### src/rne_pkg.sv
// Shared types, character codes and numeral helper functions for the
// Roman numeral encoder. No dependencies.
`timescale 1ns / 1ps

package rne_pkg;

    // ASCII codes of the numeral letters and the run terminator
    localparam logic [6:0] CH_I  = 7'h49;
    localparam logic [6:0] CH_V  = 7'h56;
    localparam logic [6:0] CH_X  = 7'h58;
    localparam logic [6:0] CH_L  = 7'h4C;
    localparam logic [6:0] CH_C  = 7'h43;
    localparam logic [6:0] CH_D  = 7'h44;
    localparam logic [6:0] CH_M  = 7'h4D;
    localparam logic [6:0] CH_NL = 7'h0A;

    // Digit positions, most significant first
    localparam logic [1:0] POS_THOUS = 2'd0;
    localparam logic [1:0] POS_HUND  = 2'd1;
    localparam logic [1:0] POS_TENS  = 2'd2;
    localparam logic [1:0] POS_ONES  = 2'd3;

    // Which of the one/five/ten letters a numeral character uses
    typedef enum logic [1:0] {
        SEL_ONE  = 2'd0,
        SEL_FIVE = 2'd1,
        SEL_TEN  = 2'd2
    } sel_t;

    // Decimal digits of one value, handed from the front to the back
    typedef struct packed {
        logic [1:0] thous;
        logic [3:0] hund;
        logic [3:0] tens;
        logic [3:0] ones;
    } cmd_t;

    // Status of the command queue
    typedef struct packed {
        logic full;
        logic avail;
    } q_status_t;

    // Number of numeral characters one decimal digit produces
    function automatic logic [2:0] digit_len(logic [3:0] d);
        logic [2:0] n;
        unique case (d)
            4'd0:    n = 3'd0;
            4'd1:    n = 3'd1;
            4'd2:    n = 3'd2;
            4'd3:    n = 3'd3;
            4'd4:    n = 3'd2;
            4'd5:    n = 3'd1;
            4'd6:    n = 3'd2;
            4'd7:    n = 3'd3;
            4'd8:    n = 3'd4;
            4'd9:    n = 3'd2;
            default: n = 3'd0;
        endcase
        return n;
    endfunction

    // Letter kind for character idx of digit d (subtractive forms for 4 and 9)
    function automatic sel_t digit_sel(logic [3:0] d, logic [1:0] idx);
        sel_t s;
        if (d == 4'd9)
            s = (idx == 2'd0) ? SEL_ONE : SEL_TEN;
        else if (d == 4'd4)
            s = (idx == 2'd0) ? SEL_ONE : SEL_FIVE;
        else if (d >= 4'd5)
            s = (idx == 2'd0) ? SEL_FIVE : SEL_ONE;
        else
            s = SEL_ONE;
        return s;
    endfunction

    // ASCII letter for a digit position and letter kind
    function automatic logic [6:0] letter(logic [1:0] pos, sel_t s);
        logic [6:0] c;
        unique case (pos)
            POS_THOUS: c = CH_M;
            POS_HUND:  c = (s == SEL_ONE) ? CH_C : ((s == SEL_FIVE) ? CH_D : CH_M);
            POS_TENS:  c = (s == SEL_ONE) ? CH_X : ((s == SEL_FIVE) ? CH_L : CH_C);
            default:   c = (s == SEL_ONE) ? CH_I : ((s == SEL_FIVE) ? CH_V : CH_X);
        endcase
        return c;
    endfunction

endpackage

### src/rne_if.sv
// Valid/ready channel interfaces for the value input and the character output.
// Depends on nothing.
`timescale 1ns / 1ps

interface rne_num_if;
    logic        valid;
    logic        ready;
    logic [11:0] value;

    modport source (output valid, output value, input ready);
    modport sink   (input valid, input value, output ready);
endinterface

interface rne_char_if;
    logic       valid;
    logic       ready;
    logic [6:0] char_code;
    logic       last;

    modport source (output valid, output char_code, output last, input ready);
    modport sink   (input valid, input char_code, input last, output ready);
endinterface

### src/rne_front.sv
// Front end: accepts a value, saturates it and splits it into decimal digits,
// one digit per cycle. Depends on rne_pkg and rne_if.
`timescale 1ns / 1ps

module rne_front #(
    parameter int MAX_VALUE = 3999
) (
    input  logic                 clk,
    input  logic                 rst_n,
    rne_num_if.sink              number,
    input  rne_pkg::q_status_t   q_status,
    output logic                 push,
    output rne_pkg::cmd_t        push_data
);

    typedef enum logic [2:0] {
        F_IDLE  = 3'b001,
        F_DIGIT = 3'b010,
        F_PUSH  = 3'b100
    } fstate_t;

    localparam logic [11:0] SAT_VALUE = 12'(MAX_VALUE);

    fstate_t        state_reg, state_next;
    logic [1:0]     step_reg, step_next;
    logic [11:0]    rem_reg, rem_next;
    rne_pkg::cmd_t  cmd_reg, cmd_next;

    logic [13:0]    thr [10];
    logic [3:0]     digit;
    logic [13:0]    sub;
    logic [11:0]    sat_value;

    // Thresholds k*weight for the digit being extracted
    always_comb
    begin
        thr[0] = 14'd0;
        for (int k = 1; k < 10; k++)
        begin
            case (step_reg)
                2'd0:    thr[k] = 14'(k * 1000);
                2'd1:    thr[k] = 14'(k * 100);
                default: thr[k] = 14'(k * 10);
            endcase
        end
    end

    // Count thresholds passed to get the digit, then take its multiple off
    always_comb
    begin
        digit = 4'd0;
        for (int k = 1; k < 10; k++)
            digit = digit + {3'd0, ({2'b00, rem_reg} >= thr[k])};
        sub      = thr[digit];
        rem_next = rem_reg - sub[11:0];
    end

    assign sat_value = (number.value > SAT_VALUE) ? SAT_VALUE : number.value;

    // Sequence: accept, three digit steps, push into the queue
    always_comb
    begin
        state_next = state_reg;
        step_next  = step_reg;
        cmd_next   = cmd_reg;
        push       = 1'b0;
        unique case (state_reg)
            F_IDLE:
            begin
                if (number.valid)
                begin
                    step_next  = 2'd0;
                    state_next = F_DIGIT;
                end
            end
            F_DIGIT:
            begin
                case (step_reg)
                    2'd0:    cmd_next.thous = digit[1:0];
                    2'd1:    cmd_next.hund  = digit;
                    default: cmd_next.tens  = digit;
                endcase
                if (step_reg == 2'd2)
                begin
                    cmd_next.ones = rem_next[3:0];
                    state_next    = F_PUSH;
                end
                else
                begin
                    step_next = step_reg + 2'd1;
                end
            end
            F_PUSH:
            begin
                if (!q_status.full)
                begin
                    push       = 1'b1;
                    state_next = F_IDLE;
                end
            end
            default: state_next = F_IDLE;
        endcase
    end

    assign number.ready = (state_reg == F_IDLE);
    assign push_data    = cmd_reg;

    // Hold control state
    always_ff @(posedge clk or negedge rst_n)
    begin
        if (!rst_n)
        begin
            state_reg <= F_IDLE;
            step_reg  <= 2'd0;
        end
        else
        begin
            state_reg <= state_next;
            step_reg  <= step_next;
        end
    end

    // Hold payload: remainder and digits
    always_ff @(posedge clk)
    begin
        cmd_reg <= cmd_next;
        if (state_reg == F_IDLE)
            rem_reg <= sat_value;
        else if (state_reg == F_DIGIT)
            rem_reg <= rem_next;
    end

    a_step_range: assert property (@(posedge clk) disable iff (!rst_n)
        (state_reg == F_DIGIT) |-> (step_reg != 2'd3))
        else $error("front digit step out of range");

    a_push_only_when_room: assert property (@(posedge clk) disable iff (!rst_n)
        push |-> (!q_status.full && state_reg == F_PUSH))
        else $error("front pushed into a full queue");

endmodule

### src/rne_queue.sv
// Two-entry command queue between the front end and the character back end.
// Depends on rne_pkg.
`timescale 1ns / 1ps

module rne_queue (
    input  logic                 clk,
    input  logic                 rst_n,
    input  logic                 push,
    input  rne_pkg::cmd_t        push_data,
    input  logic                 pop,
    output rne_pkg::cmd_t        pop_data,
    output rne_pkg::q_status_t   status
);

    localparam int DEPTH = 2;

    rne_pkg::cmd_t  entry_reg [DEPTH];
    logic           wr_ptr_reg, wr_ptr_next;
    logic           rd_ptr_reg, rd_ptr_next;
    logic [1:0]     count_reg, count_next;
    logic           do_push, do_pop;

    assign status.full  = (count_reg == 2'(DEPTH));
    assign status.avail = (count_reg != 2'd0);
    assign do_push      = push && !status.full;
    assign do_pop       = pop && status.avail;
    assign pop_data     = entry_reg[rd_ptr_reg];

    // Advance pointers and occupancy
    always_comb
    begin
        wr_ptr_next = do_push ? ~wr_ptr_reg : wr_ptr_reg;
        rd_ptr_next = do_pop  ? ~rd_ptr_reg : rd_ptr_reg;
        count_next  = count_reg + {1'b0, do_push} - {1'b0, do_pop};
    end

    always_ff @(posedge clk or negedge rst_n)
    begin
        if (!rst_n)
        begin
            wr_ptr_reg <= 1'b0;
            rd_ptr_reg <= 1'b0;
            count_reg  <= 2'd0;
        end
        else
        begin
            wr_ptr_reg <= wr_ptr_next;
            rd_ptr_reg <= rd_ptr_next;
            count_reg  <= count_next;
        end
    end

    // Store the pushed command
    always_ff @(posedge clk)
    begin
        if (do_push)
            entry_reg[wr_ptr_reg] <= push_data;
    end

    a_count_bound: assert property (@(posedge clk) disable iff (!rst_n)
        count_reg <= 2'(DEPTH))
        else $error("queue occupancy above depth");

    a_pop_nonempty: assert property (@(posedge clk) disable iff (!rst_n)
        pop |-> status.avail)
        else $error("queue popped while empty");

endmodule

### src/rne_back.sv
// Back end: walks the digits of one command and emits numeral characters,
// one per cycle while the output is ready, closed by a newline. Depends on rne_pkg and rne_if.
`timescale 1ns / 1ps

module rne_back (
    input  logic                 clk,
    input  logic                 rst_n,
    input  rne_pkg::cmd_t        q_data,
    input  rne_pkg::q_status_t   q_status,
    output logic                 pop,
    rne_char_if.source           numeral
);

    typedef enum logic [2:0] {
        B_IDLE    = 3'b001,
        B_LETTER  = 3'b010,
        B_NEWLINE = 3'b100
    } bstate_t;

    localparam logic [2:0] POS_NONE = 3'd4;

    bstate_t        state_reg, state_next;
    logic [1:0]     pos_reg, pos_next;
    logic [1:0]     idx_reg, idx_next;
    rne_pkg::cmd_t  cmd_reg;
    logic           ovalid_reg, ovalid_next;
    logic [6:0]     char_reg, char_next;
    logic           last_reg, last_next;

    logic           slot_free;
    logic [3:0]     cur_dig;
    logic [2:0]     cur_len;
    logic [6:0]     cur_char;
    logic [2:0]     first_load;
    logic [2:0]     next_after;

    // First digit position at or after start that yields characters
    function automatic logic [2:0] first_nonempty(rne_pkg::cmd_t c, logic [2:0] start);
        logic [3:0] d [4];
        logic [2:0] res;
        d[0] = {2'b00, c.thous};
        d[1] = c.hund;
        d[2] = c.tens;
        d[3] = c.ones;
        res  = POS_NONE;
        for (int p = 3; p >= 0; p--)
        begin
            if ((3'(p) >= start) && (rne_pkg::digit_len(d[p]) != 3'd0))
                res = 3'(p);
        end
        return res;
    endfunction

    // Decode the current character
    always_comb
    begin
        case (pos_reg)
            rne_pkg::POS_THOUS: cur_dig = {2'b00, cmd_reg.thous};
            rne_pkg::POS_HUND:  cur_dig = cmd_reg.hund;
            rne_pkg::POS_TENS:  cur_dig = cmd_reg.tens;
            default:            cur_dig = cmd_reg.ones;
        endcase
        cur_len    = rne_pkg::digit_len(cur_dig);
        cur_char   = rne_pkg::letter(pos_reg, rne_pkg::digit_sel(cur_dig, idx_reg));
        first_load = first_nonempty(q_data, 3'd0);
        next_after = first_nonempty(cmd_reg, {1'b0, pos_reg} + 3'd1);
    end

    assign slot_free = !ovalid_reg || numeral.ready;
    assign pop       = (state_reg == B_IDLE) && q_status.avail;

    // Sequence: load a command, emit its letters, then the newline
    always_comb
    begin
        state_next  = state_reg;
        pos_next    = pos_reg;
        idx_next    = idx_reg;
        ovalid_next = slot_free ? 1'b0 : ovalid_reg;
        char_next   = char_reg;
        last_next   = last_reg;
        unique case (state_reg)
            B_IDLE:
            begin
                if (q_status.avail)
                begin
                    idx_next = 2'd0;
                    if (first_load == POS_NONE)
                    begin
                        state_next = B_NEWLINE;
                    end
                    else
                    begin
                        pos_next   = first_load[1:0];
                        state_next = B_LETTER;
                    end
                end
            end
            B_LETTER:
            begin
                if (slot_free)
                begin
                    ovalid_next = 1'b1;
                    char_next   = cur_char;
                    last_next   = 1'b0;
                    if (({1'b0, idx_reg} + 3'd1) == cur_len)
                    begin
                        idx_next = 2'd0;
                        if (next_after == POS_NONE)
                            state_next = B_NEWLINE;
                        else
                            pos_next = next_after[1:0];
                    end
                    else
                    begin
                        idx_next = idx_reg + 2'd1;
                    end
                end
            end
            B_NEWLINE:
            begin
                if (slot_free)
                begin
                    ovalid_next = 1'b1;
                    char_next   = rne_pkg::CH_NL;
                    last_next   = 1'b1;
                    state_next  = B_IDLE;
                end
            end
            default: state_next = B_IDLE;
        endcase
    end

    assign numeral.valid     = ovalid_reg;
    assign numeral.char_code = char_reg;
    assign numeral.last      = last_reg;

    // Hold control state
    always_ff @(posedge clk or negedge rst_n)
    begin
        if (!rst_n)
        begin
            state_reg  <= B_IDLE;
            pos_reg    <= 2'd0;
            idx_reg    <= 2'd0;
            ovalid_reg <= 1'b0;
        end
        else
        begin
            state_reg  <= state_next;
            pos_reg    <= pos_next;
            idx_reg    <= idx_next;
            ovalid_reg <= ovalid_next;
        end
    end

    // Hold payload: loaded command and output character
    always_ff @(posedge clk)
    begin
        if (pop)
            cmd_reg <= q_data;
        char_reg <= char_next;
        last_reg <= last_next;
    end

    a_last_is_newline: assert property (@(posedge clk) disable iff (!rst_n)
        (ovalid_reg && last_reg) |-> (char_reg == rne_pkg::CH_NL))
        else $error("last flag on a character other than newline");

    a_index_in_digit: assert property (@(posedge clk) disable iff (!rst_n)
        (state_reg == B_LETTER) |-> (({1'b0, idx_reg} + 3'd1) <= cur_len))
        else $error("character index past the end of its digit");

endmodule

### src/roman_numeral_encoder.sv
// The front end takes a value through accept, three digit steps and push, and
// takes a new value only after it has pushed the last one; a full queue holds
// the front at push. The back end emits a run of 1..16 characters, including
// the newline, one character per cycle while the output is ready.
// Reset (rst_n low, asynchronous): front idle, queue empty, no output valid.
`timescale 1ns / 1ps

module roman_numeral_encoder #(
    parameter int MAX_VALUE = 3999
) (
    input  logic        clk,
    input  logic        rst_n,
    rne_num_if.sink     number,
    rne_char_if.source  numeral
);

    logic                push;
    logic                pop;
    rne_pkg::cmd_t       push_data;
    rne_pkg::cmd_t       pop_data;
    rne_pkg::q_status_t  q_status;

    // Accept values and split them into digits
    rne_front #(
        .MAX_VALUE (MAX_VALUE)
    ) u_front (
        .clk       (clk),
        .rst_n     (rst_n),
        .number    (number),
        .q_status  (q_status),
        .push      (push),
        .push_data (push_data)
    );

    // Decouple digit extraction from character output
    rne_queue u_queue (
        .clk       (clk),
        .rst_n     (rst_n),
        .push      (push),
        .push_data (push_data),
        .pop       (pop),
        .pop_data  (pop_data),
        .status    (q_status)
    );

    // Emit the numeral characters
    rne_back u_back (
        .clk      (clk),
        .rst_n    (rst_n),
        .q_data   (pop_data),
        .q_status (q_status),
        .pop      (pop),
        .numeral  (numeral)
    );

endmodule
### src/flat_wrapper.sv
// flat-port wrapper written by rule: the top's interface ports become plain ports
module roman_numeral_encoder_flat 
#(
    parameter int MAX_VALUE = 3999
)
  (clk, rst_n, number_valid, number_value, number_ready, numeral_valid, numeral_char_code, numeral_last, numeral_ready);
  rne_num_if number_i ();
  rne_char_if numeral_i ();
  input  logic clk;
  input  logic rst_n;
  input wire logic [$bits(number_i.valid)-1:0] number_valid;
  input wire logic [$bits(number_i.value)-1:0] number_value;
  output wire logic [$bits(number_i.ready)-1:0] number_ready;
  output wire logic [$bits(numeral_i.valid)-1:0] numeral_valid;
  output wire logic [$bits(numeral_i.char_code)-1:0] numeral_char_code;
  output wire logic [$bits(numeral_i.last)-1:0] numeral_last;
  input wire logic [$bits(numeral_i.ready)-1:0] numeral_ready;
  assign number_i.valid = number_valid;
  assign number_i.value = number_value;
  assign number_ready = number_i.ready;
  assign numeral_valid = numeral_i.valid;
  assign numeral_char_code = numeral_i.char_code;
  assign numeral_last = numeral_i.last;
  assign numeral_i.ready = numeral_ready;
  roman_numeral_encoder #(.MAX_VALUE(MAX_VALUE)) u_core (.clk(clk), .rst_n(rst_n), .number(number_i), .numeral(numeral_i));
endmodule
### config.mk
export PLATFORM = sky130hd
export DESIGN_NAME = roman_numeral_encoder_flat
export DESIGN_NICKNAME = d
export VERILOG_FILES = /design/src/rne_pkg.sv /design/src/rne_if.sv /design/src/rne_front.sv /design/src/rne_queue.sv /design/src/rne_back.sv /design/src/roman_numeral_encoder.sv /design/src/flat_wrapper.sv
export SDC_FILE = /design/constraint.sdc
export NUM_CORES = 1
export LEC_CHECK = 0
export ABC_AREA = 1
export BUFFER_PORTS_ARGS = -buffer_cell sky130_fd_sc_hd__buf_2
export CAP_MARGIN = 0
export CELL_PAD_IN_SITES_DETAIL_PLACEMENT = 0
export CELL_PAD_IN_SITES_GLOBAL_PLACEMENT = 1
export CORE_MARGIN = 2
export CORE_UTILIZATION = 51
export DETAILED_ROUTE_END_ITERATION = 7
export GPL_TIMING_DRIVEN = 0
export PLACE_DENSITY = 0.86
export SYNTH_ARGS = -nofsm -noshare
export SYNTH_HDL_FRONTEND = slang
export SYNTH_SLANG_ARGS = --single-unit
### constraint.sdc
create_clock -name clk -period 12.1 [get_ports clk]
set_clock_uncertainty 0.05 [all_clocks]
set_input_delay 1.21 -clock clk [delete_from_list [all_inputs] [get_ports clk]]
set_output_delay 1.21 -clock clk [all_outputs]
set_load 0.05 [all_outputs]
# == After elaboration in Yosys (flattened, before gate mapping) ==
# Memory sizes are Yosys's and may differ from the RTL's. A register that Yosys moved wholly into a read port is not among the register bits.
# Index checks and enable logic that the tools add are counted.
# word_totals
ramBits,28
reg_bits,65
in_bits,16
wordCells,216
romBits,336
out_inout_bits,10
memories,8
# op_classes
n_mux,79
bitwise_logic,4
n_eq_ne,34
addsub,15
n_lt_le_gt_ge,16
n_reduce_logical,40
# mem_list
memory,depth,width,read_ports,rd_ports_with_merged_regs,wr,line,source
(name not given),16,3,1,0,0,rne_pkg.sv:47,unique case (d)
(name not given),16,3,1,0,0,rne_pkg.sv:47,
(name not given),16,3,1,0,0,rne_pkg.sv:47,
(name not given),16,3,1,0,0,rne_pkg.sv:47,
(name not given),16,3,1,1,0,rne_pkg.sv:47,
(name not given),16,3,1,1,0,rne_pkg.sv:47,
2 more memories,--,--,--,--,--,--,
# ops
op,n
$ge 12x14->1,8
$pmux 13 s2,4
$mux 12,5
$bmux 14 s4,1
$mux 3,17
$pmux 12 s2,2
$mux 4,7
$pmux 14 s2,1
$mux 2,12
$pmux 3 s4,2
$reduce_bool 3->1,8
$ne 2x2->1 const B,11
$pmux 11 s2,1
$add 4x1->4,5
$pmux 10 s2,1
$pmux 3 s3,2
$pmux 5 s3,1
$eq 2x2->1 const B,7
$mux 7,2
$pmux 7 s2,1
$mux 1,13
$eq 3x3->1 const B,4
$ge 12x10->1,1
$gt 12x12->1 const B,1
other kinds (34),71

# == Logic depth before layout (Yosys ltp) ==
# depth
ltp_word,18
ltp_mapped,35
depth_no_buf,34

# == Cells and area by module ==
# A second synthesis with hierarchy kept.
# hier_totals
cells_unflattened,914
hier_area_um2,7186.9
# modules_own_cells
mod,seq_area_each_um2,area_each_um2,cells_each,instances
rne_front,907.1,3822.4,550,1
rne_back,1012.2,2075.7,258,1
rne_queue,940.9,1288.7,106,1

# == Worst setup path after synthesis ==
# OpenSTA, ideal clock, no wires.
# synth_timing
kind,flip-flop to flip-flop
from,register u_core.u_front.step_reg[0]
to,"register u_core.u_front.rem_reg[9], data pin"
synth_period_minus_slack_ps,7173
stages_incl_launch_ff,29
setup_time_ps,152
n_path_buf,2
t_arrival_ps,6971
setup_slack_ps,4927
required_ps,11898
cell_sequence,dfrtp_1 inv_1 ha_1 buf_6 clkinv_1 ha_1 inv_1 nor2_1 nand2_1 o311ai_0 fa_1 inv_1 fa_1 fa_1 fa_1 fa_1 clkbuf_1 clkinv_1 nor2_1 inv_1 o21ai_0 o21ai_0 ha_1 a21oi_1 o21ai_0 a21oi_1 o21bai_1 or2_2 a31oi_1
# synth_between
elab_chain_cells,18
word_cells_on_any_way,35
classes_between,add/sub (9); order compare (9); eq/ne (1); mux (14); bitwise (1); reduce/logical (1)
# synth_rtl
element,line,source
from (decl),rne_front.sv:25,"logic [1:0] step_reg, step_next;"
from (signal assigned),rne_front.sv:119,step_reg <= step_next;
$eq 2x1->1 or $logic_not 2->1 (tied branches),rne_front.sv:40,case (step_reg)
$pmux 11 s2 or $pmux 10 s2 (tied branches),rne_front.sv:40,
$ge 12x14->1 or $ge 12x10->1 (tied branches),rne_front.sv:53,"digit = digit + {3'd0, ({2'b00, rem_reg} >= thr[k])};"
$add 1x1->2,rne_front.sv:53,
$add 2x1->3,rne_front.sv:53,
$add 3x1->4,rne_front.sv:53,
$add 4x1->4 (4 in a row),rne_front.sv:53,
$add 4x1->4 (*),rne_front.sv:53,
via u_core.u_front.digit[1],rne_front.sv:30,logic [3:0] digit;
$not 4->5 (implied by the code) (*),rne_front.sv:54,sub = thr[digit];
$bmux 14 s4 (*),rne_front.sv:54,
$mux 12 (implied by the code) (*) (2 in a row),rne_front.sv:54,
$sub 12x12->12 (*),rne_front.sv:55,rem_next = rem_reg - sub[11:0];
$mux 12 (*),rne_front.sv:129,else if (state_reg == F_DIGIT)
$mux 12 (*),rne_front.sv:127,if (state_reg == F_IDLE)
to (signal assigned),rne_front.sv:128,rem_reg <= sat_value;
to (signal assigned),rne_front.sv:130,rem_reg <= rem_next;
to (decl),rne_front.sv:26,"logic [11:0] rem_reg, rem_next;"
# The timed path passes the listed nets; every way through them passes the cells marked *. The select of a mux whose other input is x is not followed.
# A chain may end at the register's enable or synchronous reset.

# == Worst setup path in the final report ==
# Ends and elaborated chain as after synthesis.

==> key figures <==
Setup path
  • Max incr delay on CP: 550 ps
  • Worst Setup End Kind: register
  • Slowest-stage cell, CP: o311ai_0
  • Crit path DAT: between 8000 and 9000 ps
  • Startpoint class of the critical path: register
  • Worst endpoint required time: 12140 ps
  • Kind of critical path: register to register
  • CP Max Fanout: 15

Detailed routing
  • Total routed wirelength: about 16000 microns
  • Antenna-violating nets left: 0
  • Drt via density: 5.558
  • Avg WL per Cell: 16.02 microns
  • DRT Pass-1 Iters: 6
  • Detailed-route via count: 5647
  • DRT iter0 DRCs: between 700 and 800
  • DRC: 0

Global routing
  • Global-route wire length before repair: 26370 microns
  • Largest net degree at the start of global routing: 25
  • Global route total overflow: 0
  • Overall global routing resource usage: 24.06%
  • Number of global-route vias before repair: 5252
  • Initial antenna violation count: 0

Timing
  • RSZ-0062 raised after global routing: false
  • Tightest Pin Transition: about 1200 ps
  • Max Fclk: 0.1126 GHz
  • Sum of negative setup slack: 0 ps
  • Post-layout min period: 8878 ps
  • Final Hold Fails: 0
  • Setup slack after layout: 3222 ps
  • Crit share post-route: 73.37%
  • Final Setup Violations: 0
  • Max-slew violations: 0
  • Slew HR: roughly 17%

Synth
  • Yosys warns: 0
  • Mapped Avg Cell Area: just over 8 sq um
  • Register bit total from synthesis: between 100 and 150
  • Syn Inst Count: 804
  • EDFF count, synth: 75
  • Register area share after synthesis: between 40% and 50%
  • Async SR Flop Fraction: 16.83%
  • Synthesized cell area: between 6000 and 7000 sq um
  • Syn nets: 871
  • Top_reg_cell synth: edfxtp_1
  • Synth unique cells: 49

CTS
  • Root buffer cell: clkbuf_16
  • CTS tree: done
  • Cts hold-fix bufs: 0
  • CTS H-tree depth: 3
  • Post-CTS setup buffers: 0
  • Clock sink total: 101
  • Cts bufs inserted: 9
  • Post-cts repair resize count: 0
  • Skew-Pair Late Insertion Delay: 360 ps
  • CTS max path bufs: 2
  • Clock Pin Slew Worst Setup and Hold Paths: ~70 ps

Layout
  • # diodes: 0
  • Layout cells sized above 1: between 10% and 20%
  • Commonest non-fill, non-tap cell in the layout: nand2_1
  • Final net count: 906
  • Commonest cells after routing, fill and taps aside: nand2_1 (160), inv_1 (101), nor2_1 (79), edfxtp_1 (75), o21ai_0 (61)
  • Fillers: 1161
  • Area Growth Syn to Fin: 9.789%
  • Final Non-Filler Cells: 1016

Floorplan
  • Die height: 118.2 microns
  • # rows: 41
  • Die Width: 118.2 microns
  • Core area: 12670 sq um
  • DIE AREA: 13960 sq um
  • Num ports: 26
  • Starting Density: 52.45%

Place
  • Buffers on Ports: 24
  • RePlAce Congestion: 0.8763
  • HPWL after DPL: 12620 microns
  • Pre-CTS setup slack: 3361 ps
  • DP Cell Count: 1000

Run status
  • Outcome: complete, no violations

Run
  • Max-Cap Viols: 0

Min path
  • Hold Crit Class: register to register
metrics by stage:
step / instance area [sq um] / util, % / hold WS, ps
2_1_floorplan: 6646 / - / 371.5
4_1_cts: 7297 / 57.59 / 397.8
3_3_place_gp: 6982 / 55.10 / 372.7
6_report: 7297 / 57.59 / 405.0
5_1_grt: 7297 / 57.59 / 411.3
3_5_place_dp: 6982 / 55.10 / 380.7
Yosys cell counts, types with 5 or more instances:
cell type | instances | area (sq um)
nand2_1 | 160 | 600.6
inv_1 | 101 | 379.1
nor2_1 | 79 | 296.5
edfxtp_1 | 75 | 2252
o21ai_0 | 61 | 305.3
nand3_1 | 50 | 250.2
ha_1 | 46 | 575.6
a21oi_1 | 35 | 175.2
nor3_1 | 16 | 80.08
dfrtp_1 | 15 | 375.4
o21ai_1 | 14 | 70.07
a31oi_1 | 10 | 62.56
dfxtp_1 | 9 | 180.2
nand2_2 | 9 | 56.30
nand4_1 | 8 | 50.05
or2_2 | 8 | 50.05
inv_2 | 7 | 26.28
nor4_1 | 7 | 43.79
xor2_1 | 7 | 61.31
clkbuf_1 | 5 | 18.77
fa_1 | 5 | 100.1
nor2_2 | 5 | 31.28
o211ai_1 | 5 | 37.54
worst max-delay path, delay by kind of cell, from the launching register on:
family	cells	cell delay (ps)
compound gates	7	1860
fa+ha+maj	8	3630
buf+inv	9	1970
flops	1	380
simple gates	4	690
path summary, 6_finish.rpt:
| kind | to | depth (start not counted) | start | slack (ps) |
|---|---|---|---|---|
| min | u_core.u_queue.entry_reg[1][4]$_DFFE_PP_ | 0 | u_core.u_front.push_data[4]$_DFFE_PP_ | 400 |
| min in group asynchronous | u_core.u_back.idx_reg[1]$_DFFE_PN0P_ | 1 | rst_n | 740 |
| max reg2reg | u_core.u_front.rem_reg[9]$_DFFE_PN_ | 28 | u_core.u_front.step_reg[0]$_DFFE_PN0P_ | 3220 |
| max | u_core.u_front.rem_reg[9]$_DFFE_PN_ | 28 | u_core.u_front.step_reg[0]$_DFFE_PN0P_ | 3220 |
| max in group asynchronous | u_core.u_front.state_reg[0]$_DFFE_PN1P_ | 1 | rst_n | 10910 |
| min reg2reg | u_core.u_queue.entry_reg[1][4]$_DFFE_PP_ | 0 | u_core.u_front.push_data[4]$_DFFE_PP_ | 400 |
layer usage:
metal / wire (microns) / vias to the layer above / GRT usage (%)
met5: 0 / - / 0
met4: 250 / 0 / 7.380
met3: 882 / 28 / 3.716
met2: 7395 / 177 / 37.17
met1: 7745 / 2642 / 34.89
li1: - / 2800 / -
cells by family (layout without fill, tap and decap cells):
| kind of cell | after synthesis | after routing | share of synthesized area (%) |
|---|---|---|---|
| flip-flops | 101 | 101 | 43.03 |
| XOR/XNOR | 11 | 11 | 1.450 |
| other | 1 | 1 | 0.05642 |
| buffers and inverters | 127 | 167 | 7.926 |
| AND/OR/NAND/NOR | 359 | 359 | 24.12 |
| adder cells (fa/ha/maj) | 51 | 51 | 10.17 |
| AO/OA/AOI/OAI | 154 | 154 | 13.25 |
layout make-up:
cell class                 instances  area, sq um  area share (%)
inverter                         112        422.9           5.796
tap                              172        215.2           2.949
clock inverter                     7        90.09           1.235
clock buffer                       9        225.2           3.086
timing repair buffer              24        120.1           1.646
multi-input combinational        576         3259           44.67
sequential                       101         2860           39.20
buffer                            15        103.9           1.423
Power is left out: the tool's default activity adds up to more than one toggle a clock period on the data nets, which glitch-free logic cannot reach.
